### src/hw/rtl/assert_macros.svh
// Assertion helpers for the RTL.
`ifndef ASSERT_MACROS_SVH
`define ASSERT_MACROS_SVH

// Checked on every rising edge, skipped while reset is held.
`define ASSERT_CLK(name, prop, msg) \
  name: assert property (@(posedge clk) disable iff (!rst_n) (prop)) else $error(msg);

// Checked on every rising edge, reset included.
`define ASSERT_ALWAYS(name, prop, msg) \
  name: assert property (@(posedge clk) (prop)) else $error(msg);

`endif

### src/hw/rtl/nic_pkg.sv
`timescale 1ns / 1ps
`default_nettype none

package nic_pkg;

  // Table geometry
  localparam int ENTRIES   = 16;
  localparam int KEY_BYTES = 10;
  localparam int IDX_W     = $clog2(ENTRIES);
  localparam int CNT_W     = $clog2(ENTRIES + 1);

  // Field widths
  localparam int REQ_W  = 2;
  localparam int KLO_W  = 64;
  localparam int KHI_W  = 16;
  localparam int TIME_W = 32;
  localparam int UIDX_W = 16;
  localparam int STAT_W = 3;

  // Only the first KEY_BYTES bytes of the key take part
  localparam logic [KLO_W-1:0] KEY_LOW_MASK =
    (KEY_BYTES >= 8) ? {KLO_W{1'b1}} : ((64'd1 << (8 * KEY_BYTES)) - 64'd1);
  localparam logic [KHI_W-1:0] KEY_HIGH_MASK =
    (KEY_BYTES >= 10) ? 16'hFFFF : ((KEY_BYTES == 9) ? 16'h00FF : 16'h0000);

  localparam logic [TIME_W-1:0] EXPIRY_RESET = 32'd60000;

  // Request types
  localparam logic [REQ_W-1:0] REQ_ADD    = 2'd0;
  localparam logic [REQ_W-1:0] REQ_DELETE = 2'd1;
  localparam logic [REQ_W-1:0] REQ_EXPIRE = 2'd2;

  // Result status codes
  localparam logic [STAT_W-1:0] STAT_HIT       = 3'd0;
  localparam logic [STAT_W-1:0] STAT_INSERTED  = 3'd1;
  localparam logic [STAT_W-1:0] STAT_FULL      = 3'd2;
  localparam logic [STAT_W-1:0] STAT_NOT_FOUND = 3'd3;
  localparam logic [STAT_W-1:0] STAT_DONE      = 3'd4;

  // Controller states
  typedef enum logic [1:0] {
    ST_IDLE,
    ST_SCAN,
    ST_COMMIT,
    ST_RESP
  } nic_state_t;

  // One stored entry
  typedef struct packed {
    logic [KLO_W-1:0]  key_low;
    logic [KHI_W-1:0]  key_high;
    logic [UIDX_W-1:0] user_index;
    logic [TIME_W-1:0] stamp;
  } nic_entry_t;

  // Controller to datapath
  typedef struct packed {
    logic start;
    logic scan;
    logic commit;
    logic load_out;
  } nic_cmd_t;

  // Datapath to controller
  typedef struct packed {
    logic scan_done;
    logic out_free;
  } nic_sts_t;

endpackage

`default_nettype wire

### src/hw/rtl/nic_if.sv
`timescale 1ns / 1ps
`default_nettype none

// Request channel
interface nic_in_if import nic_pkg::*; ();
  logic              valid;
  logic              ready;
  logic [REQ_W-1:0]  req_type;
  logic [KLO_W-1:0]  key_low;
  logic [KHI_W-1:0]  key_high;
  logic [TIME_W-1:0] now_ms;
  logic              dir_found;
  logic [UIDX_W-1:0] dir_index;

  modport source (output valid, req_type, key_low, key_high, now_ms, dir_found, dir_index,
                  input ready);
  modport sink (input valid, req_type, key_low, key_high, now_ms, dir_found, dir_index,
                output ready);
endinterface

// Result channel
interface nic_out_if import nic_pkg::*; ();
  logic              valid;
  logic              ready;
  logic [STAT_W-1:0] status;
  logic [UIDX_W-1:0] user_index;

  modport source (output valid, status, user_index, input ready);
  modport sink (input valid, status, user_index, output ready);
endinterface

// Timeout register write channel
interface nic_cfg_if import nic_pkg::*; ();
  logic              valid;
  logic              ready;
  logic [TIME_W-1:0] data;

  modport source (output valid, data, input ready);
  modport sink (input valid, data, output ready);
endinterface

`default_nettype wire

### src/hw/rtl/nic_ctrl.sv
`timescale 1ns / 1ps
`default_nettype none

module nic_ctrl import nic_pkg::*; (
  input  wire logic     clk,
  input  wire logic     rst_n,
  input  wire logic     in_valid,
  output logic          in_ready,
  input  wire nic_sts_t sts,
  output nic_cmd_t      cmd
);

  nic_state_t state_r, state_nxt;

  // State register
  always_ff @(posedge clk) begin
    if (!rst_n) begin
      state_r <= ST_IDLE;
    end else begin
      state_r <= state_nxt;
    end
  end

  // Next state and commands
  always_comb begin
    state_nxt = state_r;
    cmd       = '0;
    in_ready  = 1'b0;
    case (state_r)
      ST_IDLE: begin
        in_ready = 1'b1;
        if (in_valid) begin
          cmd.start = 1'b1;
          state_nxt = ST_SCAN;
        end
      end
      ST_SCAN: begin
        cmd.scan = 1'b1;
        if (sts.scan_done) begin
          state_nxt = ST_COMMIT;
        end
      end
      ST_COMMIT: begin
        cmd.commit = 1'b1;
        state_nxt  = ST_RESP;
      end
      ST_RESP: begin
        // wait for room in the output register
        if (sts.out_free) begin
          cmd.load_out = 1'b1;
          state_nxt    = ST_IDLE;
        end
      end
      default: begin
        state_nxt = ST_IDLE;
      end
    endcase
  end

endmodule

`default_nettype wire

### src/hw/rtl/nic_dp.sv
`timescale 1ns / 1ps
`default_nettype none

module nic_dp import nic_pkg::*; (
  input  wire logic              clk,
  input  wire logic              rst_n,
  input  wire nic_cmd_t          cmd,
  output nic_sts_t               sts,
  // request payload
  input  wire logic [REQ_W-1:0]  in_req_type,
  input  wire logic [KLO_W-1:0]  in_key_low,
  input  wire logic [KHI_W-1:0]  in_key_high,
  input  wire logic [TIME_W-1:0] in_now_ms,
  input  wire logic              in_dir_found,
  input  wire logic [UIDX_W-1:0] in_dir_index,
  // timeout register write
  input  wire logic              cfg_valid,
  input  wire logic [TIME_W-1:0] cfg_data,
  // result
  input  wire logic              out_ready,
  output logic                   out_valid,
  output logic [STAT_W-1:0]      out_status,
  output logic [UIDX_W-1:0]      out_user_index
);

  // Captured request
  logic [REQ_W-1:0]  req_type_r;
  logic [KLO_W-1:0]  key_low_r;
  logic [KHI_W-1:0]  key_high_r;
  logic [TIME_W-1:0] now_r;
  logic              dir_found_r;
  logic [UIDX_W-1:0] dir_index_r;

  logic [TIME_W-1:0] expiry_r;

  // Entry storage and per-entry valid bits
  nic_entry_t        mem [ENTRIES];
  nic_entry_t        rd_data_r;
  logic [ENTRIES-1:0] valid_r, valid_nxt;
  logic [IDX_W-1:0]  ptr_r, ptr_nxt;

  // Scan sequencing
  logic [CNT_W-1:0]  cnt_r, cnt_nxt;
  logic [IDX_W-1:0]  rd_addr;
  logic [IDX_W-1:0]  rd_idx_r;
  logic              rd_vld_r, rd_vld_nxt;

  // Scan results
  logic              hit_r, hit_nxt;
  logic [IDX_W-1:0]  hit_idx_r, hit_idx_nxt;
  logic [UIDX_W-1:0] hit_uidx_r, hit_uidx_nxt;
  logic              free_found_r, free_found_nxt;
  logic [IDX_W-1:0]  free_idx_r, free_idx_nxt;
  logic [IDX_W-1:0]  free_dist_r, free_dist_nxt;

  // Compare stage
  logic              cur_valid;
  logic              key_match;
  logic [TIME_W-1:0] age;
  logic [IDX_W:0]    gap_raw;
  logic [IDX_W-1:0]  slot_gap;

  // Memory write port
  logic              mem_we;
  logic [IDX_W-1:0]  mem_wa;
  nic_entry_t        mem_wd;

  // Result
  logic              out_valid_r, out_valid_nxt;
  logic [STAT_W-1:0] out_status_r, res_status;
  logic [UIDX_W-1:0] out_uidx_r, res_uidx;

  // Request capture, keys masked to KEY_BYTES
  always_ff @(posedge clk) begin
    if (cmd.start) begin
      req_type_r  <= in_req_type;
      key_low_r   <= in_key_low & KEY_LOW_MASK;
      key_high_r  <= in_key_high & KEY_HIGH_MASK;
      now_r       <= in_now_ms;
      dir_found_r <= in_dir_found;
      dir_index_r <= in_dir_index;
    end
  end

  // Timeout register
  always_ff @(posedge clk) begin
    if (!rst_n) begin
      expiry_r <= EXPIRY_RESET;
    end else if (cfg_valid) begin
      expiry_r <= cfg_data;
    end
  end

  // Read address issue: one entry per cycle
  always_comb begin
    cnt_nxt    = cnt_r;
    rd_vld_nxt = 1'b0;
    rd_addr    = cnt_r[IDX_W-1:0];
    if (cmd.start) begin
      cnt_nxt = '0;
    end else if (cmd.scan && (cnt_r < CNT_W'(ENTRIES))) begin
      cnt_nxt    = cnt_r + CNT_W'(1);
      rd_vld_nxt = 1'b1;
    end
  end

  // Memory: one write port, registered read
  always_ff @(posedge clk) begin
    if (mem_we) begin
      mem[mem_wa] <= mem_wd;
    end
    rd_data_r <= mem[rd_addr];
    rd_idx_r  <= rd_addr;
  end

  // Compare on the entry read last cycle
  assign cur_valid = valid_r[rd_idx_r];
  assign key_match = cur_valid && (rd_data_r.key_low == key_low_r)
                     && (rd_data_r.key_high == key_high_r);
  assign age       = now_r - rd_data_r.stamp;

  // Distance of a slot from the one after the insert pointer, wrapped
  assign gap_raw  = {1'b0, rd_idx_r} + (IDX_W+1)'(ENTRIES - 1) - {1'b0, ptr_r};
  assign slot_gap = (gap_raw >= (IDX_W+1)'(ENTRIES))
                    ? IDX_W'(gap_raw - (IDX_W+1)'(ENTRIES)) : gap_raw[IDX_W-1:0];

  assign sts.scan_done = rd_vld_r && (rd_idx_r == IDX_W'(ENTRIES - 1));
  assign sts.out_free  = !out_valid_r || out_ready;

  // Scan bookkeeping and commit
  always_comb begin
    hit_nxt        = hit_r;
    hit_idx_nxt    = hit_idx_r;
    hit_uidx_nxt   = hit_uidx_r;
    free_found_nxt = free_found_r;
    free_idx_nxt   = free_idx_r;
    free_dist_nxt  = free_dist_r;
    valid_nxt      = valid_r;
    ptr_nxt        = ptr_r;
    mem_we         = 1'b0;
    mem_wa         = hit_idx_r;
    mem_wd         = '{key_low: key_low_r, key_high: key_high_r,
                       user_index: hit_uidx_r, stamp: now_r};
    if (cmd.start) begin
      hit_nxt        = 1'b0;
      free_found_nxt = 1'b0;
    end else if (rd_vld_r) begin
      // lowest matching slot wins
      if (key_match && !hit_r) begin
        hit_nxt      = 1'b1;
        hit_idx_nxt  = rd_idx_r;
        hit_uidx_nxt = rd_data_r.user_index;
      end
      // first free slot after the insert pointer
      if (!cur_valid && (!free_found_r || (slot_gap < free_dist_r))) begin
        free_found_nxt = 1'b1;
        free_idx_nxt   = rd_idx_r;
        free_dist_nxt  = slot_gap;
      end
      // sweep clears stale entries as they go by
      if ((req_type_r == REQ_EXPIRE) && cur_valid && (age > expiry_r)) begin
        valid_nxt[rd_idx_r] = 1'b0;
      end
    end else if (cmd.commit) begin
      case (req_type_r)
        REQ_ADD: begin
          if (hit_r) begin
            // refresh time stamp
            mem_we = 1'b1;
          end else if (dir_found_r && free_found_r) begin
            mem_we            = 1'b1;
            mem_wa            = free_idx_r;
            mem_wd.user_index = dir_index_r;
            valid_nxt[free_idx_r] = 1'b1;
            ptr_nxt = (ptr_r == IDX_W'(ENTRIES - 1)) ? '0 : ptr_r + IDX_W'(1);
          end
        end
        REQ_DELETE: begin
          if (hit_r) begin
            valid_nxt[hit_idx_r] = 1'b0;
          end
        end
        default: begin
        end
      endcase
    end
  end

  // Control and scan state registers
  always_ff @(posedge clk) begin
    if (!rst_n) begin
      valid_r      <= '0;
      ptr_r        <= '0;
      cnt_r        <= '0;
      rd_vld_r     <= 1'b0;
      hit_r        <= 1'b0;
      free_found_r <= 1'b0;
      out_valid_r  <= 1'b0;
    end else begin
      valid_r      <= valid_nxt;
      ptr_r        <= ptr_nxt;
      cnt_r        <= cnt_nxt;
      rd_vld_r     <= rd_vld_nxt;
      hit_r        <= hit_nxt;
      free_found_r <= free_found_nxt;
      out_valid_r  <= out_valid_nxt;
    end
  end

  always_ff @(posedge clk) begin
    hit_idx_r   <= hit_idx_nxt;
    hit_uidx_r  <= hit_uidx_nxt;
    free_idx_r  <= free_idx_nxt;
    free_dist_r <= free_dist_nxt;
  end

  // Result selection
  always_comb begin
    res_status = STAT_DONE;
    res_uidx   = '0;
    if (req_type_r == REQ_ADD) begin
      if (hit_r) begin
        res_status = STAT_HIT;
        res_uidx   = hit_uidx_r;
      end else if (!dir_found_r) begin
        res_status = STAT_NOT_FOUND;
      end else if (free_found_r) begin
        res_status = STAT_INSERTED;
        res_uidx   = dir_index_r;
      end else begin
        res_status = STAT_FULL;
        res_uidx   = dir_index_r;
      end
    end
  end

  // Output register
  always_comb begin
    out_valid_nxt = out_valid_r;
    if (cmd.load_out) begin
      out_valid_nxt = 1'b1;
    end else if (out_ready) begin
      out_valid_nxt = 1'b0;
    end
  end

  always_ff @(posedge clk) begin
    if (cmd.load_out) begin
      out_status_r <= res_status;
      out_uidx_r   <= res_uidx;
    end
  end

  assign out_valid      = out_valid_r;
  assign out_status     = out_status_r;
  assign out_user_index = out_uidx_r;

endmodule

`default_nettype wire

### src/hw/rtl/name_index_cache_with_expiry.sv
// Name index cache with expiry.
// in_req (sink): one request per handshake: add/look up, delete by key, or
//   expiry sweep, with the key, the current millisecond tick and the
//   directory answer used when an add misses.
// out_res (source): exactly one result per request, status and user index.
// cfg_wr (sink): writes the expiry timeout in ms; always ready, write only
//   while no request is in flight.
// Every request walks all 16 entries through the single read port of the
//   entry memory, one entry a cycle, then commits at most one write. A new
//   request is accepted only once the last result is in the output register.
// A finished result waits in the output register; the next request is
//   accepted meanwhile and holds in its last step until the register frees.
// Reset: all entries invalid, insert pointer zero, timeout 60000 ms,
//   no result pending. No clearing pass is needed.
`timescale 1ns / 1ps
`default_nettype none

`include "assert_macros.svh"

module name_index_cache_with_expiry import nic_pkg::*; (
  input wire logic clk,
  input wire logic rst_n,
  nic_in_if.sink   in_req,
  nic_out_if.source out_res,
  nic_cfg_if.sink  cfg_wr
);

  nic_cmd_t cmd;
  nic_sts_t sts;
  logic     in_ready;

  assign in_req.ready = in_ready;
  assign cfg_wr.ready = 1'b1;

  // Sequencer
  nic_ctrl u_ctrl (
    .clk      (clk),
    .rst_n    (rst_n),
    .in_valid (in_req.valid),
    .in_ready (in_ready),
    .sts      (sts),
    .cmd      (cmd)
  );

  // Table, scan and result datapath
  nic_dp u_dp (
    .clk            (clk),
    .rst_n          (rst_n),
    .cmd            (cmd),
    .sts            (sts),
    .in_req_type    (in_req.req_type),
    .in_key_low     (in_req.key_low),
    .in_key_high    (in_req.key_high),
    .in_now_ms      (in_req.now_ms),
    .in_dir_found   (in_req.dir_found),
    .in_dir_index   (in_req.dir_index),
    .cfg_valid      (cfg_wr.valid),
    .cfg_data       (cfg_wr.data),
    .out_ready      (out_res.ready),
    .out_valid      (out_res.valid),
    .out_status     (out_res.status),
    .out_user_index (out_res.user_index)
  );

  // Checks
  `ASSERT_CLK(a_cmd_onehot, $onehot0({cmd.start, cmd.scan, cmd.commit, cmd.load_out}), "commands overlap")
  `ASSERT_CLK(a_busy_after_accept, (in_req.valid && in_ready) |=> !in_ready, "request taken while busy")
  `ASSERT_CLK(a_load_shows_result, cmd.load_out |=> out_res.valid, "loaded result not presented")

endmodule

`default_nettype wire

### src/flat_wrapper.sv
// flat-port wrapper written by rule: the top's interface ports become plain ports
module name_index_cache_with_expiry_flat import nic_pkg::*;
  (clk, rst_n, in_req_valid, in_req_req_type, in_req_key_low, in_req_key_high, in_req_now_ms, in_req_dir_found, in_req_dir_index, in_req_ready, out_res_valid, out_res_status, out_res_user_index, out_res_ready, cfg_wr_valid, cfg_wr_data, cfg_wr_ready);
  nic_in_if in_req_i ();
  nic_out_if out_res_i ();
  nic_cfg_if cfg_wr_i ();
  input wire logic clk;
  input wire logic rst_n;
  input wire logic [$bits(in_req_i.valid)-1:0] in_req_valid;
  input wire logic [$bits(in_req_i.req_type)-1:0] in_req_req_type;
  input wire logic [$bits(in_req_i.key_low)-1:0] in_req_key_low;
  input wire logic [$bits(in_req_i.key_high)-1:0] in_req_key_high;
  input wire logic [$bits(in_req_i.now_ms)-1:0] in_req_now_ms;
  input wire logic [$bits(in_req_i.dir_found)-1:0] in_req_dir_found;
  input wire logic [$bits(in_req_i.dir_index)-1:0] in_req_dir_index;
  output wire logic [$bits(in_req_i.ready)-1:0] in_req_ready;
  output wire logic [$bits(out_res_i.valid)-1:0] out_res_valid;
  output wire logic [$bits(out_res_i.status)-1:0] out_res_status;
  output wire logic [$bits(out_res_i.user_index)-1:0] out_res_user_index;
  input wire logic [$bits(out_res_i.ready)-1:0] out_res_ready;
  input wire logic [$bits(cfg_wr_i.valid)-1:0] cfg_wr_valid;
  input wire logic [$bits(cfg_wr_i.data)-1:0] cfg_wr_data;
  output wire logic [$bits(cfg_wr_i.ready)-1:0] cfg_wr_ready;
  assign in_req_i.valid = in_req_valid;
  assign in_req_i.req_type = in_req_req_type;
  assign in_req_i.key_low = in_req_key_low;
  assign in_req_i.key_high = in_req_key_high;
  assign in_req_i.now_ms = in_req_now_ms;
  assign in_req_i.dir_found = in_req_dir_found;
  assign in_req_i.dir_index = in_req_dir_index;
  assign in_req_ready = in_req_i.ready;
  assign out_res_valid = out_res_i.valid;
  assign out_res_status = out_res_i.status;
  assign out_res_user_index = out_res_i.user_index;
  assign out_res_i.ready = out_res_ready;
  assign cfg_wr_i.valid = cfg_wr_valid;
  assign cfg_wr_i.data = cfg_wr_data;
  assign cfg_wr_ready = cfg_wr_i.ready;
  name_index_cache_with_expiry u_core (.clk(clk), .rst_n(rst_n), .in_req(in_req_i), .out_res(out_res_i), .cfg_wr(cfg_wr_i));
endmodule
### config.mk
export PLATFORM = sky130hd
export DESIGN_NAME = name_index_cache_with_expiry_flat
export DESIGN_NICKNAME = d
export VERILOG_FILES = /design/src/hw/rtl/nic_pkg.sv /design/src/hw/rtl/nic_if.sv /design/src/hw/rtl/nic_ctrl.sv /design/src/hw/rtl/nic_dp.sv /design/src/hw/rtl/name_index_cache_with_expiry.sv /design/src/flat_wrapper.sv
export VERILOG_INCLUDE_DIRS = /design/src /design/src/hw/rtl
export SDC_FILE = /design/constraint.sdc
export NUM_CORES = 2
export LEC_CHECK = 0
export BUFFER_PORTS_ARGS = -buffer_cell sky130_fd_sc_hd__buf_4
export CAP_MARGIN = 20
export CORE_ASPECT_RATIO = 1.1
export CORE_UTILIZATION = 40
export CTS_BUF_LIST = sky130_fd_sc_hd__clkbuf_8
export CTS_CLUSTER_DIAMETER = 50
export DETAILED_ROUTE_END_ITERATION = 8
export HOLD_SLACK_MARGIN = 0.03
export PLACE_DENSITY_LB_ADDON = 0.05
export SLEW_MARGIN = 10
export SYNTH_ARGS = -nofsm -noshare
export SYNTH_HDL_FRONTEND = slang
export SYNTH_SLANG_ARGS = --single-unit
### constraint.sdc
create_clock -name clk -period 9.6 [get_ports clk]
set_input_delay 0.96 -clock clk [delete_from_list [all_inputs] [get_ports clk]]
set_output_delay 0.96 -clock clk [all_outputs]
set_load 0.005 [all_outputs]
# Word level (Yosys, flattened, before mapping)

Memory sizes are Yosys's and may differ from the RTL's. A register that Yosys moved wholly into a read port is not among the register bits.
Cells that the tools add are included.

Bits in registers: 245
Latch bits: 0
Memory bits (writable): 2048
Memory bits (read-only): 0
Input port bits: 168
Output and inout bits: 22
Memories kept: 1

Add/subtract/negate cells: 6
$mul: 0
Div/mod/pow operators: 0
$lt $le $gt $ge: 10
Equal/unequal tests: 16
Shift operators: 0
Multiplexer cells: 55
Bitwise operators: 10
Reduce and logical (&&, ||, !) cells: 32

Memory list:

| name            | depth | width | rd ports | clocked after memory_dff | wr ports | RTL line     | text |
|---|---|---|---|---|---|---|---|
| u_core.u_dp.mem | 16    | 128   | 1        | 1                        | 1        | nic_dp.sv:37 | `nic_entry_t mem [ENTRIES];` |

Operators by type and width:

| kind                                                              | number |
|---|---|
| two-way mux 16 bit                                                | 14 |
| equality test 64 bit                                              | 1 |
| AND 16 bit                                                        | 2 |
| greater-than comparator 32 bit                                    | 1 |
| two-way mux 4 bit                                                 | 8 |
| inverter 16 bit                                                   | 2 |
| case mux 16 bit (2 select lines)                                  | 1 |
| subtractor 32 bit                                                 | 1 |
| two-way mux 1 bit                                                 | 22 |
| equality test 16 bit                                              | 1 |
| bitwise OR 16 bit                                                 | 1 |
| < comparator 4 x 5 -> 1 bit, second input constant                | 3 |
| demux 1 bit (select 4 bit)                                        | 3 |
| greater-or-equal comparator 4 x 1 -> 1 bit, second input constant | 3 |
| logical AND 1 bit                                                 | 12 |
| two-way mux 2 bit                                                 | 5 |
| inequality test 3 bit, second input constant                      | 3 |
| AND reduction 3 bit                                               | 3 |
| equality test 4 bit, second input constant                        | 2 |
| case mux 2 bit (4 select lines)                                   | 1 |
| AND reduction 7 bit                                               | 1 |
| equality test 2 bit, second input constant                        | 3 |
| inequality test 2 x 1 -> 1 bit, second input constant             | 3 |
| AND reduction 6 bit                                               | 1 |
| other kinds (19)                                                  | 32 |

# Logic depth before layout (Yosys ltp)

Depth in word-level cells: 10
Gate-level depth with buffers: 24
Gate-level depth less buffers: 22

# By module

From an unflattened synthesis, not the netlist that was laid out.

Cell total of the unflattened synthesis: 4068
Area, all modules: 91677.9 um2

Modules (own cells, without submodules):

| module                       | instances | cells each | area an instance (um2) | seq. area each (um2) |
|---|---|---|---|---|
| nic_dp                       | 1         | 4045       | 91485.2                | 70707.8 |
| nic_ctrl                     | 1         | 21         | 181.4                  | 40.0 |
| name_index_cache_with_expiry | 1         | 2          | 11.3                   | 0.0 |

# Worst setup path before layout

OpenSTA, ideal clock, no wires.

Kind: input-to-reg
From: in in_req_valid
To: mem u_core.u_dp.mem[1][0] in the netlist's numbering, enable pin
Library setup time: 0.617 ns
Arrival time: 7.449 ns
Data required time: 8.983 ns
Path slack: 1.534 ns
Cell stages on the path: 8
Path buffers: 1
Cell sequence: nand2_1 -> nand4_1 -> nor3_1 -> clkbuf_1 -> nand2_1 -> nand2_1 -> nand2_1 -> nor2_1

Longest elaborated chain between the ends: 5

Ends and longest elaborated chain:

| element                                 | RTL line          | text |
|---|---|---|
| from (decl)                             | flat_wrapper.sv:9 | `input wire logic [$bits(in_req_i.valid)-1:0] in_req_valid;` |
| two-way mux 1 bit (*)                   | nic_ctrl.sv:32    | `if (in_valid) begin` |
| two-way mux 1 bit (*)                   | nic_ctrl.sv:29    | `case (state_r)` |
| two-way mux 1 bit                       | nic_dp.sv:144     | `if (cmd.start) begin` |
| two-way mux 1 bit                       | nic_dp.sv:109     | `if (mem_we) begin` |
| two-way mux 1 bit (implied by the code) | nic_dp.sv:110     | `mem[mem_wa] <= mem_wd;` |
| to (decl)                               | nic_dp.sv:37      |  |

Mark *: on every way between the ends. The rest lies on a longest branch, timed or not.

# Final worst setup path

From: reg u_core.u_dp.now_r[1]
To: reg u_core.u_dp.valid_r[13]

Longest elaborated chain between the ends: 5

Ends and longest elaborated chain:

| element                                  | RTL line      | text |
|---|---|---|
| from (decl)                              | nic_dp.sv:30  | `logic [TIME_W-1:0] now_r;` |
| from (signal assigned)                   | nic_dp.sv:79  | `now_r <= in_now_ms;` |
| subtractor 32 bit                        | nic_dp.sv:120 | `assign age = now_r - rd_data_r.stamp;` |
| greater-than comparator 32 bit           | nic_dp.sv:161 | `if ((req_type_r == REQ_EXPIRE) && cur_valid && (age > expiry_r)) begin` |
| logical AND 1 bit                        | nic_dp.sv:161 |  |
| inequality test 2 x 1 -> 1 bit (no line) | --            |  |
| AND reduction 7 bit (no line)            | --            |  |
| to (signal assigned)                     | nic_dp.sv:200 | `valid_r <= valid_nxt;` |
| to (decl)                                | nic_dp.sv:39  | `logic [ENTRIES-1:0] valid_r, valid_nxt;` |

Every way passes these cells.
A chain may end at the register's enable or synchronous reset.

==> results.ini <==
[run_status]
status = finished clean

[synth]
syn-num-nets = 4347
synthTopCellsByArea = edfxtp_1, mux4_2, dfxtp_1, ha_1, clkbuf_1
synthDominantCellAreaShare_pct = 72.96
synth_edf_count = 2226
syn_area_per_cell_um2 = 22.33
synth_seq_cells = 2421
synthArstFlopShare_pct = 0
synthCells = 4102
synth_ff_type = edfxtp_1
yosys.area.top_type = edfxtp_1
netlist_area_um2 = 91620
ys_warn_count = 0
synth.distinct_cells = 65
ys_seq_area_share_pct = 77.22

[routing]
drtPass1Iterations = 7
remaining_drc_errors = 0
viasPerCell = 5.317
routed_wl_um = 231900
via_count = 43299
wl_per_cell_um = 28.47
ant_nets = 0
drt-initial-drc-count = 3549

[setup_path]
r2r-start = u_core.u_dp.now_r[1]
cp_common_cell = a21o_1
rr_worst_depth = 20
critPathSlowestCell = a2111oi_0
setup.worst_path.start = u_core.u_dp.now_r[1]
crit_type = flip-flop to flip-flop
cp_cell_sequence = ha_1 > nor2b_1 > o31a_1 > o311ai_1 > a31oi_1 > o21ai_0 > nand2b_1 > a21o_1 > a21o_1 > xor2_1 > ha_1 > a21o_1 > a21o_1 > a21oi_1 > o21ai_0 > a2111oi_0 > o21ai_1 > nand2_4 > nor3b_1 > o221a_1
slowest_delay_ns = 0.94
worst_setup_path_end_kind = flip-flop
crit_family = compound AO/OA/AOI/OAI gates
worstPathArrival_ns = 7.15
crit_buf_inv = 0
critical_path_depth = 20
path_max_fanout = 29
timing.rr.end = u_core.u_dp.valid_r[13]
worst_ep_required_time_ns = 10.55
r2r_setup_slack_ns = 3.40
critPathLaunchType = flip-flop
crit_path_end = u_core.u_dp.valid_r[13]

[global_route]
grt_use_total_pct = 20.18
grt_max_degree = 116
grt_pass1_wl_um = 333500
antenna_found_initial = 9
grt_pass1_vias = 46765
grt_overflow = 0

[clock_network]
clk_latency_ns = 1.06
clock_sinks = 2421
clk_pin_slew_ns = 0.06
cts_setup_buffers = 0
cts_htree_levels = 5
numCtsBuffers = 423
cts_buffer_depth = 4
tritoncts = built
cts_root_buf = clkbuf_8
cts_resized = 0

[final_layout]
drive_gt1_share_pct = 29.31
layout_common_cells = edfxtp_1, mux4_2, clkbuf_8
final_common_cell = edfxtp_1
layout.nets = 4998
syn2layout_area_growth_pct = 16.12
fillers = 19099
fin_area_um2 = 106400

[sta]
finalSetupViolCount = 0
tns_ns = 0
rsz0062_at_grt = false
finalCritPeriodShare_pct = 64.59
fin_skew_ns = 0.05232
worstMarginPinSlew_ns = 1.136
maxSlewViolCount = 0
max_freq_ghz = 0.1613
hold_violations = 0
slew_headroom_pct = 22.34
post-route-min-period_ns = 6.201

[power]
powerDensity_nw_per_um2 = 233.4
switching_power_mw = 6.386
power.share.clock_pct = 35.5
intPower_mw = 18.45
peakVddDrop_uv = 174.7
switching_share_pct = 25.71
comb_power_share_pct = 12.6
p_leak_nw = 33.06
pwr-share-seq_pct = 51.9

[floorplan]
dieWidth_um = 458.3
io_pins = 190
die_area_um2 = 231000
coreArea_um2 = 226900
start_util_pct = 40.38
rows = 183
dieHeight_um = 503.9

[min_path]
hp-class = input port to flip-flop

[placement]
gp_congestion = 0.8026
hpwl_um = 115800
dpl_cell_area_um2 = 97140
io_buffers = 188

[flow_run]
maxCapViolCount = 0

==> how the worst min path moves through the flow <==
stage | end | slack, ns | cells past startpoint | startpoint
3_5_place_dp | u_core.u_dp.hit_uidx_r[3] | 0.39 | 0 | u_core.u_dp.rd_data_r[35]
2_1_floorplan | u_core.u_dp.rd_idx_r[2] | 0.33 | 0 | u_core.u_dp.cnt_r[2]
5_1_grt | u_core.u_dp.key_low_r[50] | 0.06 | 1 | in_req_key_low[50]
4_1_cts | u_core.u_dp.key_low_r[40] | 0.03 | 1 | in_req_key_low[40]
3_3_place_gp | u_core.u_dp.hit_uidx_r[4] | 0.39 | 0 | u_core.u_dp.rd_data_r[36]
6_report | u_core.u_dp.key_low_r[0] | 0.16 | 1 | in_req_key_low[0]
==> power groups by stage <==
stage / Clock, mW / Sequential (mW) / Combinational [mW]
final: 8.82 / 12.9 / 3.13
after global routing: 9.56 / 13.0 / 3.42
after CTS: 9.13 / 12.9 / 3.22
after detailed placement: 0 / 13.1 / 3.17
after global placement: 0 / 13.1 / 3.18
after floorplan: 0 / 12.8 / 2.28
==> kinds of logic after synthesis <==
family                     count (synthesis)  synth area share [%]
AOI/OAI and AO/OA                        236                 1.796
DFF                                     2421                 77.22
muxes                                    673                 16.15
xor gates and xnor gates                  88                0.8413
and+or+nand+nor                          314                 1.674
buffers and inverters                    292                 1.246
other                                      1              0.004093
adders and majority gates                 77                 1.068
==> metrics by stage <==
step	cells	utilization [%]	worst slack (ns)	total power, mW	hold slack, ns
5_1_grt	8144	46.89	3.280	25.94	0.06262
2_1_floorplan	4102	-	1.534	15.09	0.3290
3_3_place_gp	7244	42.80	3.577	16.27	0.3876
4_1_cts	8143	46.88	3.596	25.25	0.03037
3_5_place_dp	7245	42.81	3.583	16.28	0.3887
6_report	8144	46.89	3.399	24.84	0.1610
==> state kept, by name, indices dropped and copies added (netlist names), 16 cells and up <==
signal / cells
u_core.u_dp.mem: 2048
u_core.u_dp.key_low_r: 64
u_core.u_dp.key_high_r: 16
u_core.u_dp.valid_r: 16
u_core.u_dp.now_r: 32
u_core.u_dp.expiry_r: 32
u_core.u_dp.hit_uidx_r: 16
u_core.u_dp.out_user_index: 16
u_core.u_dp.dir_index_r: 16
u_core.u_dp.rd_data_r: 128
==> cell type report <==
class / count / area (um^2) / area share [%]
flip-flops and latches: 2421 / 70760 / 66.51
diodes: 1 / 2.502 / 0.002352
clock inverters: 298 / 1489 / 1.400
clock buffers: 465 / 6400 / 6.016
well taps: 3052 / 3819 / 3.589
repair buffers: 401 / 3611 / 3.394
multi-input cells: 1389 / 19860 / 18.66
inverters: 117 / 446.7 / 0.4199
==> synthesized netlist by cell type (all sizes together) (10+ instances only) <==
cell    count
o221a      12
mux4      644
ha         75
buf        54
o21ai      43
clkbuf    121
xnor2      46
mux2i      29
a22oi      25
nor4       22
a21oi      43
dfxtp     195
edfxtp   2226
nor2b      38
a21o       28
nand2      94
nand4      21
xor2       42
a211oi     11
inv       116
nand2b     11
o211ai     10
nor2       77
nand3      13
==> metal layers <==
| layer | up-vias | GRT usage [%] | part of all wire, % |
|---|---|---|---|
| met5 | - | 0 | 0.010 |
| met4 | 4 | 5.691 | 2.1 |
| met3 | 333 | 3.372 | 4.5 |
| met2 | 1173 | 32.54 | 48 |
| met1 | 23276 | 28.32 | 45 |
| li1 | 18513 | - | - |
==> repair_timing <==
item | in CTS | in global routing
endpoints found under the setup margin | 0 | 0
hold endpoints to repair | 135 | 0
hold buffers | 135 | 0
(Power assumes the default switching activity.)
